$ cat src/design/wdf_pkg.sv
// Shared types and constants for the WebSocket frame deframer.
// No dependencies; imported by the design modules and the checker.
package wdf_pkg;

  // Parser phase. The mask phases are consecutive so the low bits pick the byte.
  typedef enum logic [3:0] {
    PH_IDLE   = 4'd0,
    PH_LEN    = 4'd1,
    PH_EXT_HI = 4'd2,
    PH_EXT_LO = 4'd3,
    PH_MASK0  = 4'd4,
    PH_MASK1  = 4'd5,
    PH_MASK2  = 4'd6,
    PH_MASK3  = 4'd7,
    PH_DATA   = 4'd8
  } phase_t;

  typedef enum logic [1:0] {
    ST_PAYLOAD = 2'd0,
    ST_EMPTY   = 2'd1,
    ST_LONG    = 2'd2,
    ST_ABORT   = 2'd3
  } status_t;

  localparam logic [6:0] LEN7_EXT16 = 7'd126;
  localparam logic [6:0] LEN7_EXT64 = 7'd127;
  localparam int         MASK_BYTES = 4;

  typedef struct packed {
    logic [7:0]  rx_byte;
    logic        link_down;
  } in_item_t;

  typedef struct packed {
    logic [7:0]  payload_byte;
    logic [7:0]  frame_header;
    logic [15:0] payload_position;
    logic        last;
    status_t     status;
  } res_item_t;

endpackage

$ cat src/design/wdf_in_if.sv
// Input byte channel: valid/ready handshake carrying one received byte.
// Depends on nothing beyond the handshake convention.
interface wdf_in_if;
  logic       valid;
  logic       ready;
  logic [7:0] rx_byte;
  logic       link_down;

  modport source (output valid, output rx_byte, output link_down, input ready);
  modport sink   (input valid, input rx_byte, input link_down, output ready);
endinterface

$ cat src/design/wdf_out_if.sv
// Result channel: valid/ready handshake carrying one deframer result.
// Declares its status field with the width of status_t in wdf_pkg.
interface wdf_out_if;
  logic        valid;
  logic        ready;
  logic [7:0]  payload_byte;
  logic [7:0]  frame_header;
  logic [15:0] payload_position;
  logic        last;
  logic [1:0]  status;

  modport source (output valid, output payload_byte, output frame_header,
                  output payload_position, output last, output status, input ready);
  modport sink   (input valid, input payload_byte, input frame_header,
                  input payload_position, input last, input status, output ready);
endinterface

$ cat src/design/websocket_frame_deframer.sv
// Top level of the WebSocket frame deframer: parser plus output buffer.
// Depends on wdf_pkg, wdf_in_if, wdf_out_if, wdf_parser and wdf_out_buf.
//
// Receives one byte per transaction and parses WebSocket frames with 7-bit or
// 16-bit lengths, emitting each payload byte unmasked along with the frame
// header, its position and a last flag; empty frames, 64-bit length codes
// (unsupported) and link-down aborts during a frame each give one status
// result. A byte is accepted every cycle unless the input stalls: the parser
// forms each result and its mask XOR combinationally, straight into the buffer. A
// result register plus one skid entry lets input continue while a result
// waits; the input stalls only when both are full. LENGTH_BITS sets the
// width of the length and position counters; longer lengths saturate.
module websocket_frame_deframer #(
  parameter int LENGTH_BITS = 16
) (
  input  logic      clk,
  input  logic      rst_n,
  wdf_in_if.sink    in_ch,
  wdf_out_if.source out_ch
);
  import wdf_pkg::*;

  logic      accept;
  logic      res_valid;
  logic      buf_ready;
  in_item_t  in_item;
  res_item_t res_item;
  res_item_t out_item;

  assign in_ch.ready = buf_ready;
  assign accept      = in_ch.valid && buf_ready;
  assign in_item     = '{rx_byte: in_ch.rx_byte, link_down: in_ch.link_down};

  wdf_parser #(
    .LENGTH_BITS (LENGTH_BITS)
  ) u_parser (
    .clk       (clk),
    .rst_n     (rst_n),
    .accept    (accept),
    .in_item   (in_item),
    .res_valid (res_valid),
    .res_item  (res_item)
  );

  wdf_out_buf u_out_buf (
    .clk       (clk),
    .rst_n     (rst_n),
    .push      (accept && res_valid),
    .push_item (res_item),
    .in_ready  (buf_ready),
    .out_valid (out_ch.valid),
    .out_ready (out_ch.ready),
    .out_item  (out_item)
  );

  assign out_ch.payload_byte     = out_item.payload_byte;
  assign out_ch.frame_header     = out_item.frame_header;
  assign out_ch.payload_position = out_item.payload_position;
  assign out_ch.last             = out_item.last;
  assign out_ch.status           = out_item.status;

endmodule

$ cat src/design/wdf_parser.sv
// Frame parser: phase register, header/length/mask state and unmasking XOR.
// Produces at most one result per accepted byte. Depends on wdf_pkg.
module wdf_parser #(
  parameter int LENGTH_BITS = 16
) (
  input  logic               clk,
  input  logic               rst_n,
  input  logic               accept,
  input  wdf_pkg::in_item_t  in_item,
  output logic               res_valid,
  output wdf_pkg::res_item_t res_item
);
  import wdf_pkg::*;

  localparam int          LEN_W   = LENGTH_BITS;
  localparam logic [15:0] LEN_MAX = 16'((32'd1 << LENGTH_BITS) - 32'd1);

  phase_t           phase_r, phase_nxt;
  logic [7:0]       header_r, header_nxt;
  logic             masked_r, masked_nxt;
  logic [7:0]       mask_r [MASK_BYTES];
  logic [7:0]       mask_nxt [MASK_BYTES];
  logic [7:0]       ext_hi_r, ext_hi_nxt;
  logic [LEN_W-1:0] rem_r, rem_nxt;
  logic [LEN_W-1:0] pos_r, pos_nxt;

  logic [7:0]       b;
  logic [6:0]       len7;
  logic [15:0]      ext_len;
  logic [LEN_W-1:0] ext_sat;

  assign b       = in_item.rx_byte;
  assign len7    = b[6:0];
  assign ext_len = {ext_hi_r, b};
  assign ext_sat = (ext_len > LEN_MAX) ? '1 : ext_len[LEN_W-1:0];

  always_comb begin
    phase_nxt  = phase_r;
    header_nxt = header_r;
    masked_nxt = masked_r;
    ext_hi_nxt = ext_hi_r;
    rem_nxt    = rem_r;
    pos_nxt    = pos_r;
    for (int i = 0; i < MASK_BYTES; i++) begin
      mask_nxt[i] = mask_r[i];
    end
    res_valid                 = 1'b0;
    res_item.payload_byte     = 8'd0;
    res_item.frame_header     = header_r;
    res_item.payload_position = 16'd0;
    res_item.last             = 1'b1;
    res_item.status           = ST_EMPTY;

    if (in_item.link_down) begin
      if (phase_r != PH_IDLE) begin
        phase_nxt                 = PH_IDLE;
        res_valid                 = 1'b1;
        res_item.payload_position = 16'(pos_r);
        res_item.status           = ST_ABORT;
      end
    end else begin
      case (phase_r)
        PH_IDLE: begin
          header_nxt = b;
          masked_nxt = 1'b0;
          rem_nxt    = '0;
          pos_nxt    = '0;
          phase_nxt  = PH_LEN;
        end
        PH_LEN: begin
          masked_nxt = b[7];
          if (len7 == LEN7_EXT64) begin
            phase_nxt       = PH_IDLE;
            res_valid       = 1'b1;
            res_item.status = ST_LONG;
          end else if (len7 == LEN7_EXT16) begin
            phase_nxt = PH_EXT_HI;
          end else begin
            rem_nxt = LEN_W'(len7);
            if (b[7]) begin
              phase_nxt = PH_MASK0;
            end else if (len7 == 7'd0) begin
              phase_nxt = PH_IDLE;
              res_valid = 1'b1;
            end else begin
              phase_nxt = PH_DATA;
            end
          end
        end
        PH_EXT_HI: begin
          ext_hi_nxt = b;
          phase_nxt  = PH_EXT_LO;
        end
        PH_EXT_LO: begin
          rem_nxt = ext_sat;
          if (masked_r) begin
            phase_nxt = PH_MASK0;
          end else if (ext_len == 16'd0) begin
            phase_nxt = PH_IDLE;
            res_valid = 1'b1;
          end else begin
            phase_nxt = PH_DATA;
          end
        end
        PH_MASK0, PH_MASK1, PH_MASK2: begin
          mask_nxt[phase_r[1:0]] = b;
          phase_nxt              = phase_t'(phase_r + 4'd1);
        end
        PH_MASK3: begin
          mask_nxt[MASK_BYTES-1] = b;
          if (rem_r == '0) begin
            phase_nxt = PH_IDLE;
            res_valid = 1'b1;
          end else begin
            phase_nxt = PH_DATA;
          end
        end
        PH_DATA: begin
          res_valid                 = 1'b1;
          res_item.payload_byte     = masked_r ? (b ^ mask_r[pos_r[1:0]]) : b;
          res_item.payload_position = 16'(pos_r);
          res_item.last             = (rem_r == LEN_W'(1));
          res_item.status           = ST_PAYLOAD;
          rem_nxt                   = rem_r - LEN_W'(1);
          pos_nxt                   = pos_r + LEN_W'(1);
          if (rem_r == LEN_W'(1)) begin
            phase_nxt = PH_IDLE;
          end
        end
        default: begin
          phase_nxt = PH_IDLE;
        end
      endcase
    end
  end

  always_ff @(posedge clk) begin
    if (!rst_n) begin
      phase_r <= PH_IDLE;
    end else if (accept) begin
      phase_r <= phase_nxt;
    end
  end

  always_ff @(posedge clk) begin
    if (!rst_n) begin
      header_r <= 8'd0;
      masked_r <= 1'b0;
      ext_hi_r <= 8'd0;
      rem_r    <= '0;
      pos_r    <= '0;
      for (int i = 0; i < MASK_BYTES; i++) begin
        mask_r[i] <= 8'd0;
      end
    end else if (accept) begin
      header_r <= header_nxt;
      masked_r <= masked_nxt;
      ext_hi_r <= ext_hi_nxt;
      rem_r    <= rem_nxt;
      pos_r    <= pos_nxt;
      for (int i = 0; i < MASK_BYTES; i++) begin
        mask_r[i] <= mask_nxt[i];
      end
    end
  end

endmodule

$ cat src/design/wdf_out_buf.sv
// Result register with a skid entry, so a byte is taken while a result waits.
// Depends on wdf_pkg for the result type.
module wdf_out_buf (
  input  logic               clk,
  input  logic               rst_n,
  input  logic               push,
  input  wdf_pkg::res_item_t push_item,
  output logic               in_ready,
  output logic               out_valid,
  input  logic               out_ready,
  output wdf_pkg::res_item_t out_item
);
  import wdf_pkg::*;

  logic      main_v_r, skid_v_r;
  res_item_t main_r, skid_r;

  assign in_ready  = !skid_v_r;
  assign out_valid = main_v_r;
  assign out_item  = main_r;

  always_ff @(posedge clk) begin
    if (!rst_n) begin
      main_v_r <= 1'b0;
      skid_v_r <= 1'b0;
    end else if (!main_v_r || out_ready) begin
      // no push can coincide with a full skid since in_ready is low then
      if (skid_v_r) begin
        main_v_r <= 1'b1;
        skid_v_r <= 1'b0;
      end else begin
        main_v_r <= push;
      end
    end else if (push) begin
      skid_v_r <= 1'b1;
    end
  end

  always_ff @(posedge clk) begin
    if (!main_v_r || out_ready) begin
      main_r <= skid_v_r ? skid_r : push_item;
    end else if (push) begin
      skid_r <= push_item;
    end
  end

endmodule

$ cat src/flat_wrapper.sv
// flat-port wrapper written by rule: the top's interface ports become plain ports
module websocket_frame_deframer_flat import wdf_pkg::*;
#(
  parameter int LENGTH_BITS = 16
)
  (clk, rst_n, in_ch_valid, in_ch_rx_byte, in_ch_link_down, in_ch_ready, out_ch_valid, out_ch_payload_byte, out_ch_frame_header, out_ch_payload_position, out_ch_last, out_ch_status, out_ch_ready);
  wdf_in_if in_ch_i ();
  wdf_out_if out_ch_i ();
  input  logic clk;
  input  logic rst_n;
  input wire logic [$bits(in_ch_i.valid)-1:0] in_ch_valid;
  input wire logic [$bits(in_ch_i.rx_byte)-1:0] in_ch_rx_byte;
  input wire logic [$bits(in_ch_i.link_down)-1:0] in_ch_link_down;
  output wire logic [$bits(in_ch_i.ready)-1:0] in_ch_ready;
  output wire logic [$bits(out_ch_i.valid)-1:0] out_ch_valid;
  output wire logic [$bits(out_ch_i.payload_byte)-1:0] out_ch_payload_byte;
  output wire logic [$bits(out_ch_i.frame_header)-1:0] out_ch_frame_header;
  output wire logic [$bits(out_ch_i.payload_position)-1:0] out_ch_payload_position;
  output wire logic [$bits(out_ch_i.last)-1:0] out_ch_last;
  output wire logic [$bits(out_ch_i.status)-1:0] out_ch_status;
  input wire logic [$bits(out_ch_i.ready)-1:0] out_ch_ready;
  assign in_ch_i.valid = in_ch_valid;
  assign in_ch_i.rx_byte = in_ch_rx_byte;
  assign in_ch_i.link_down = in_ch_link_down;
  assign in_ch_ready = in_ch_i.ready;
  assign out_ch_valid = out_ch_i.valid;
  assign out_ch_payload_byte = out_ch_i.payload_byte;
  assign out_ch_frame_header = out_ch_i.frame_header;
  assign out_ch_payload_position = out_ch_i.payload_position;
  assign out_ch_last = out_ch_i.last;
  assign out_ch_status = out_ch_i.status;
  assign out_ch_i.ready = out_ch_ready;
  websocket_frame_deframer #(.LENGTH_BITS(LENGTH_BITS)) u_core (.clk(clk), .rst_n(rst_n), .in_ch(in_ch_i), .out_ch(out_ch_i));
endmodule
$ cat config.mk
export PLATFORM = sky130hd
export DESIGN_NAME = websocket_frame_deframer_flat
export DESIGN_NICKNAME = d
export VERILOG_FILES = /design/src/design/wdf_pkg.sv /design/src/design/wdf_in_if.sv /design/src/design/wdf_out_if.sv /design/src/design/websocket_frame_deframer.sv /design/src/design/wdf_parser.sv /design/src/design/wdf_out_buf.sv /design/src/flat_wrapper.sv
export SDC_FILE = /design/constraint.sdc
export NUM_CORES = 1
export LEC_CHECK = 0
export BUFFER_PORTS_ARGS = -buffer_cell sky130_fd_sc_hd__buf_2
export CORE_ASPECT_RATIO = 0.6
export CORE_MARGIN = 1.5
export CORE_UTILIZATION = 45
export CTS_BUF_LIST = sky130_fd_sc_hd__clkbuf_4 sky130_fd_sc_hd__clkbuf_8
export CTS_CLUSTER_DIAMETER = 50
export DETAILED_ROUTE_END_ITERATION = 8
export MAX_ROUTING_LAYER = met4
export PLACE_DENSITY = 0.68
export SLEW_MARGIN = 30
export SYNTH_ARGS = -nofsm -noshare
export SYNTH_HDL_FRONTEND = slang
export SYNTH_SLANG_ARGS = --single-unit
$ cat constraint.sdc
create_clock -name clk -period 9.56 [get_ports clk]
set_input_delay 1.912 -clock clk [delete_from_list [all_inputs] [get_ports clk]]
set_output_delay 1.912 -clock clk [all_outputs]
set_load 0.02 [all_outputs]
==> metrics.txt <==
outcome complete, no violations; Unique masters post-synth 62; CP endpoint kind output port; initial antenna violation count 0; Tcrit/Tclk final 40.2%; cts hold-fix bufs 0; PD cells 166 nW/µm²; Via density 5.75; RSZ-0062 raised after global routing no; buffer depth of the longest clock path 2; total global-route track usage 22.2%; asr flop ratio synth 0%; Clock Sink Count 159; data arrival time of the worst path 1930 ps; Vias 5345; Initial Util 46.2%; Hold Path Class flop to flop; Cell Chain, Critical Path buf_4, inv_1, buf_2; Final Instance Area 8350 µm²; Clock Skews 22.7 ps; fin. max-slew vios 0; slew margin rel. 34.4%; Worst Hold Launch u_core.u_parser.header_r[3]; mean post-synth cell area 11.5 µm²; main combinational cell family by area after synthesis simple AND/OR/NAND/NOR gates; Post-synth EDFFs 102; drt total wl 18.1 mm; R2R depth 7; GRT overflow 0; first-pass GRT wire length 28.2 mm; ANT cells 0; slowest stage delay, CP 650 ps; Worst Path Max Fanout 23; # H-tree levels 4; Setup violations, final 0; layout cells sized above 1 20.1%; post-layout util 51.3%; Synth Area in XOR/XNOR 3.15%; Ys Warns 0; crit start category flop; Area Growth Syn to Fin 11.1%; switching power 394 µW; RePlAce Congestion 0.896; Mapped Area 7520 µm²; worst skew pair latency 460 ps; flops & latches, synth 159; Synth Area in Adders 1.33%; nets 709; VDD IR max 0.0000861 V; Iter 0 DRT Violations 496; post-route setup TNS 0 ps; Slew @ Worst Pin 979 ps; post-synthesis mux area share 12.5%; combinational group share of total power 9.2%; Port Buffer Count 49; Core ar. 16300 µm²; TritonCTS Buffers 17; vias in the first global route 4976; Max Cap Violations 0; worst hold stages 0; reg-to-reg endpoint u_core.u_out_buf.skid_r[20]; Post-DP HPWL 12.4 mm; leak pwr 0.00310 µW; main area contributors after synthesis edfxtp_1 41%, dfxtp_1 15%, mux2i_1 6.4%; worst flop-to-flop path startpoint u_core.u_parser.phase_r[0]; Final min period 3850 ps; Residual DRC 0; clock power share 35.7%; register area share after synthesis 55.9%; Tot Pwr 1390 µW; sequential share of power 55.1%; # rows 36; Detailed Routing Iterations Pass 1 6; syn_nets 677; worst reg2reg setup slack 5820 ps; slowest stage cell, crit path inv_1; Fill cells 1455; Resized cells post-CTS 0; Synth top cells by count 102 x edfxtp_1, 102 x nor2_1, 57 x dfxtp_1; CTS tree yes; pin count of the biggest net entering global routing 39; CTS clk-pin slew, worst paths 90 ps; switching part of the total 28.4%; kind of critical path flop to output port; Die H 103 µm; largest area contributor in the netlist edfxtp_1; Peak Freq 260 MHz; WL/cell 19.5 µm; Top FF cell, synth edfxtp_1; Hold Fails Final Rpt 0; Cell Area, Placed 7940 µm²; Setup Buffers After CTS 0; Syn Inst Count 656; Synth Area in Simple Gates 16.2%; ANT nets after route 0; die width 170 µm; top-area cell type share of the netlist area 40.7%; full die area 17500 µm²; internal power 992 µW; Worst Hold Endpoint u_core.u_out_buf.skid_r[22]; clock root buffer master clkbuf_8; I/O Pins 50; Worst EP required 7650 ps; Compound-Gate Fraction of Synth Area 7.94%
[registers in the layout, indices dropped and copies added, names as in the netlist, 4 cells and up, named ones only]
name                       cells
u_core.u_parser.mask_r        32
u_core.u_parser.phase_r        4
u_core.u_parser.rem_r         16
u_core.u_parser.ext_hi_r       8
u_core.u_parser.header_r       8
u_core.u_out_buf.out_item     35
u_core.u_out_buf.skid_r       35
u_core.u_parser.pos_r         16
[cells in the final DEF, fill, tap and decap left out, types with 3 or more instances in the layout]
cell type  netlist  routed
a32oi_1          4       4
buf_2           15      49
mux2_2          25      25
nand3_1         11      11
nor3b_1          6       4
nand2b_1         8       7
nor4_1           7       7
a31oi_1          3       3
o21ai_0         25      24
mux4_2           8       8
mux2i_1         48      48
and4_1           3       3
nand2_1         43      42
xor2_1           9       9
o21ai_1          3       3
edfxtp_1       102     102
clkbuf_8         0      17
clkinv_8         0       3
nor2b_1         16      16
nor2_1         102     101
and2_1           4       4
a211oi_1         4       4
xnor2_1         18      18
or4_1            3       3
inv_8            0       5
and3_1           3       3
a21oi_1         21      21
dfxtp_1         57      57
ha_1             8       8
buf_4            0       4
inv_6            0       4
nor3_1          15      14
nand4_1          7       7
a221oi_2         4       4
o31ai_1          6       6
inv_1            9       8
[metal layers]
metal | vias to the layer above | global-route usage (%) | part of all wire (%)
li1 | 2454 | - | -
met5 | - | - | 0
met4 | 0 | 4.83 | 0.56
met1 | 2664 | 32.6 | 50
met2 | 218 | 30.5 | 41
met3 | 9 | 5.60 | 7.6
[power groups by stage]
| stage | clock network [µW] | registers [µW] | logic (µW) |
|---|---|---|---|
| 2_1_floorplan | 0 | 783 | 85.1 |
| 3_3_place_gp | 0 | 778 | 122 |
| 3_5_place_dp | 0 | 779 | 126 |
| 4_1_cts | 504 | 764 | 126 |
| 5_1_grt | 534 | 766 | 138 |
| 6_report | 495 | 764 | 127 |
[worst max-delay path by stage]
stage | startpoint | end | slack (ps)
3_3_place_gp | in_ch_rx_byte[1] | u_core.u_out_buf.skid_r[20] | 5180
5_1_grt | u_core.u_parser.phase_r[0] | u_core.u_out_buf.skid_r[19] | 5580
2_1_floorplan | out_ch_ready | u_core.u_out_buf.skid_r[0] | 4710
3_5_place_dp | in_ch_rx_byte[1] | u_core.u_out_buf.skid_r[20] | 5300
4_1_cts | u_core.u_out_buf.skid_v_r | in_ch_ready | 5670
6_report | u_core.u_out_buf.skid_v_r | in_ch_ready | 5710
[kinds of logic after synthesis]
group / after synthesis
flip-flops: 159
adder cells (fa/ha/maj): 8
XOR/XNOR: 27
AND/OR/NAND/NOR: 242
multiplexers: 81
AO/OA/AOI/OAI: 89
buffers and inverters: 50
[worst max-delay path, delay by kind of cell (launching register included)]
family                 cells  cell delay, ps
DFF                        1             310
buffers and inverters      3            1170
[per-stage QoR]
step / hold WS [ps] / setup WS (ps) / cells
global placement: 443 / 5180 / 896
CTS: 483 / 5670 / 929
global route: 499 / 5580 / 929
floorplan: 426 / 4710 / 656
detailed placement: 457 / 5300 / 897
finish: 483 / 5710 / 929
[cell type report]
cell class	instances	area (µm²)	share of cell area (%)
Timing Repair Buffer	54	303	3.63
Inverter	9	33.8	0.405
Multi-Input combinational cell	447	3130	37.5
Clock buffer	17	234	2.80
Clock inverter	15	161	1.93
Tap cell	228	285	3.42
Sequential cell	159	4200	50.4
No activity file was read; power rests on OpenSTA's default activity.
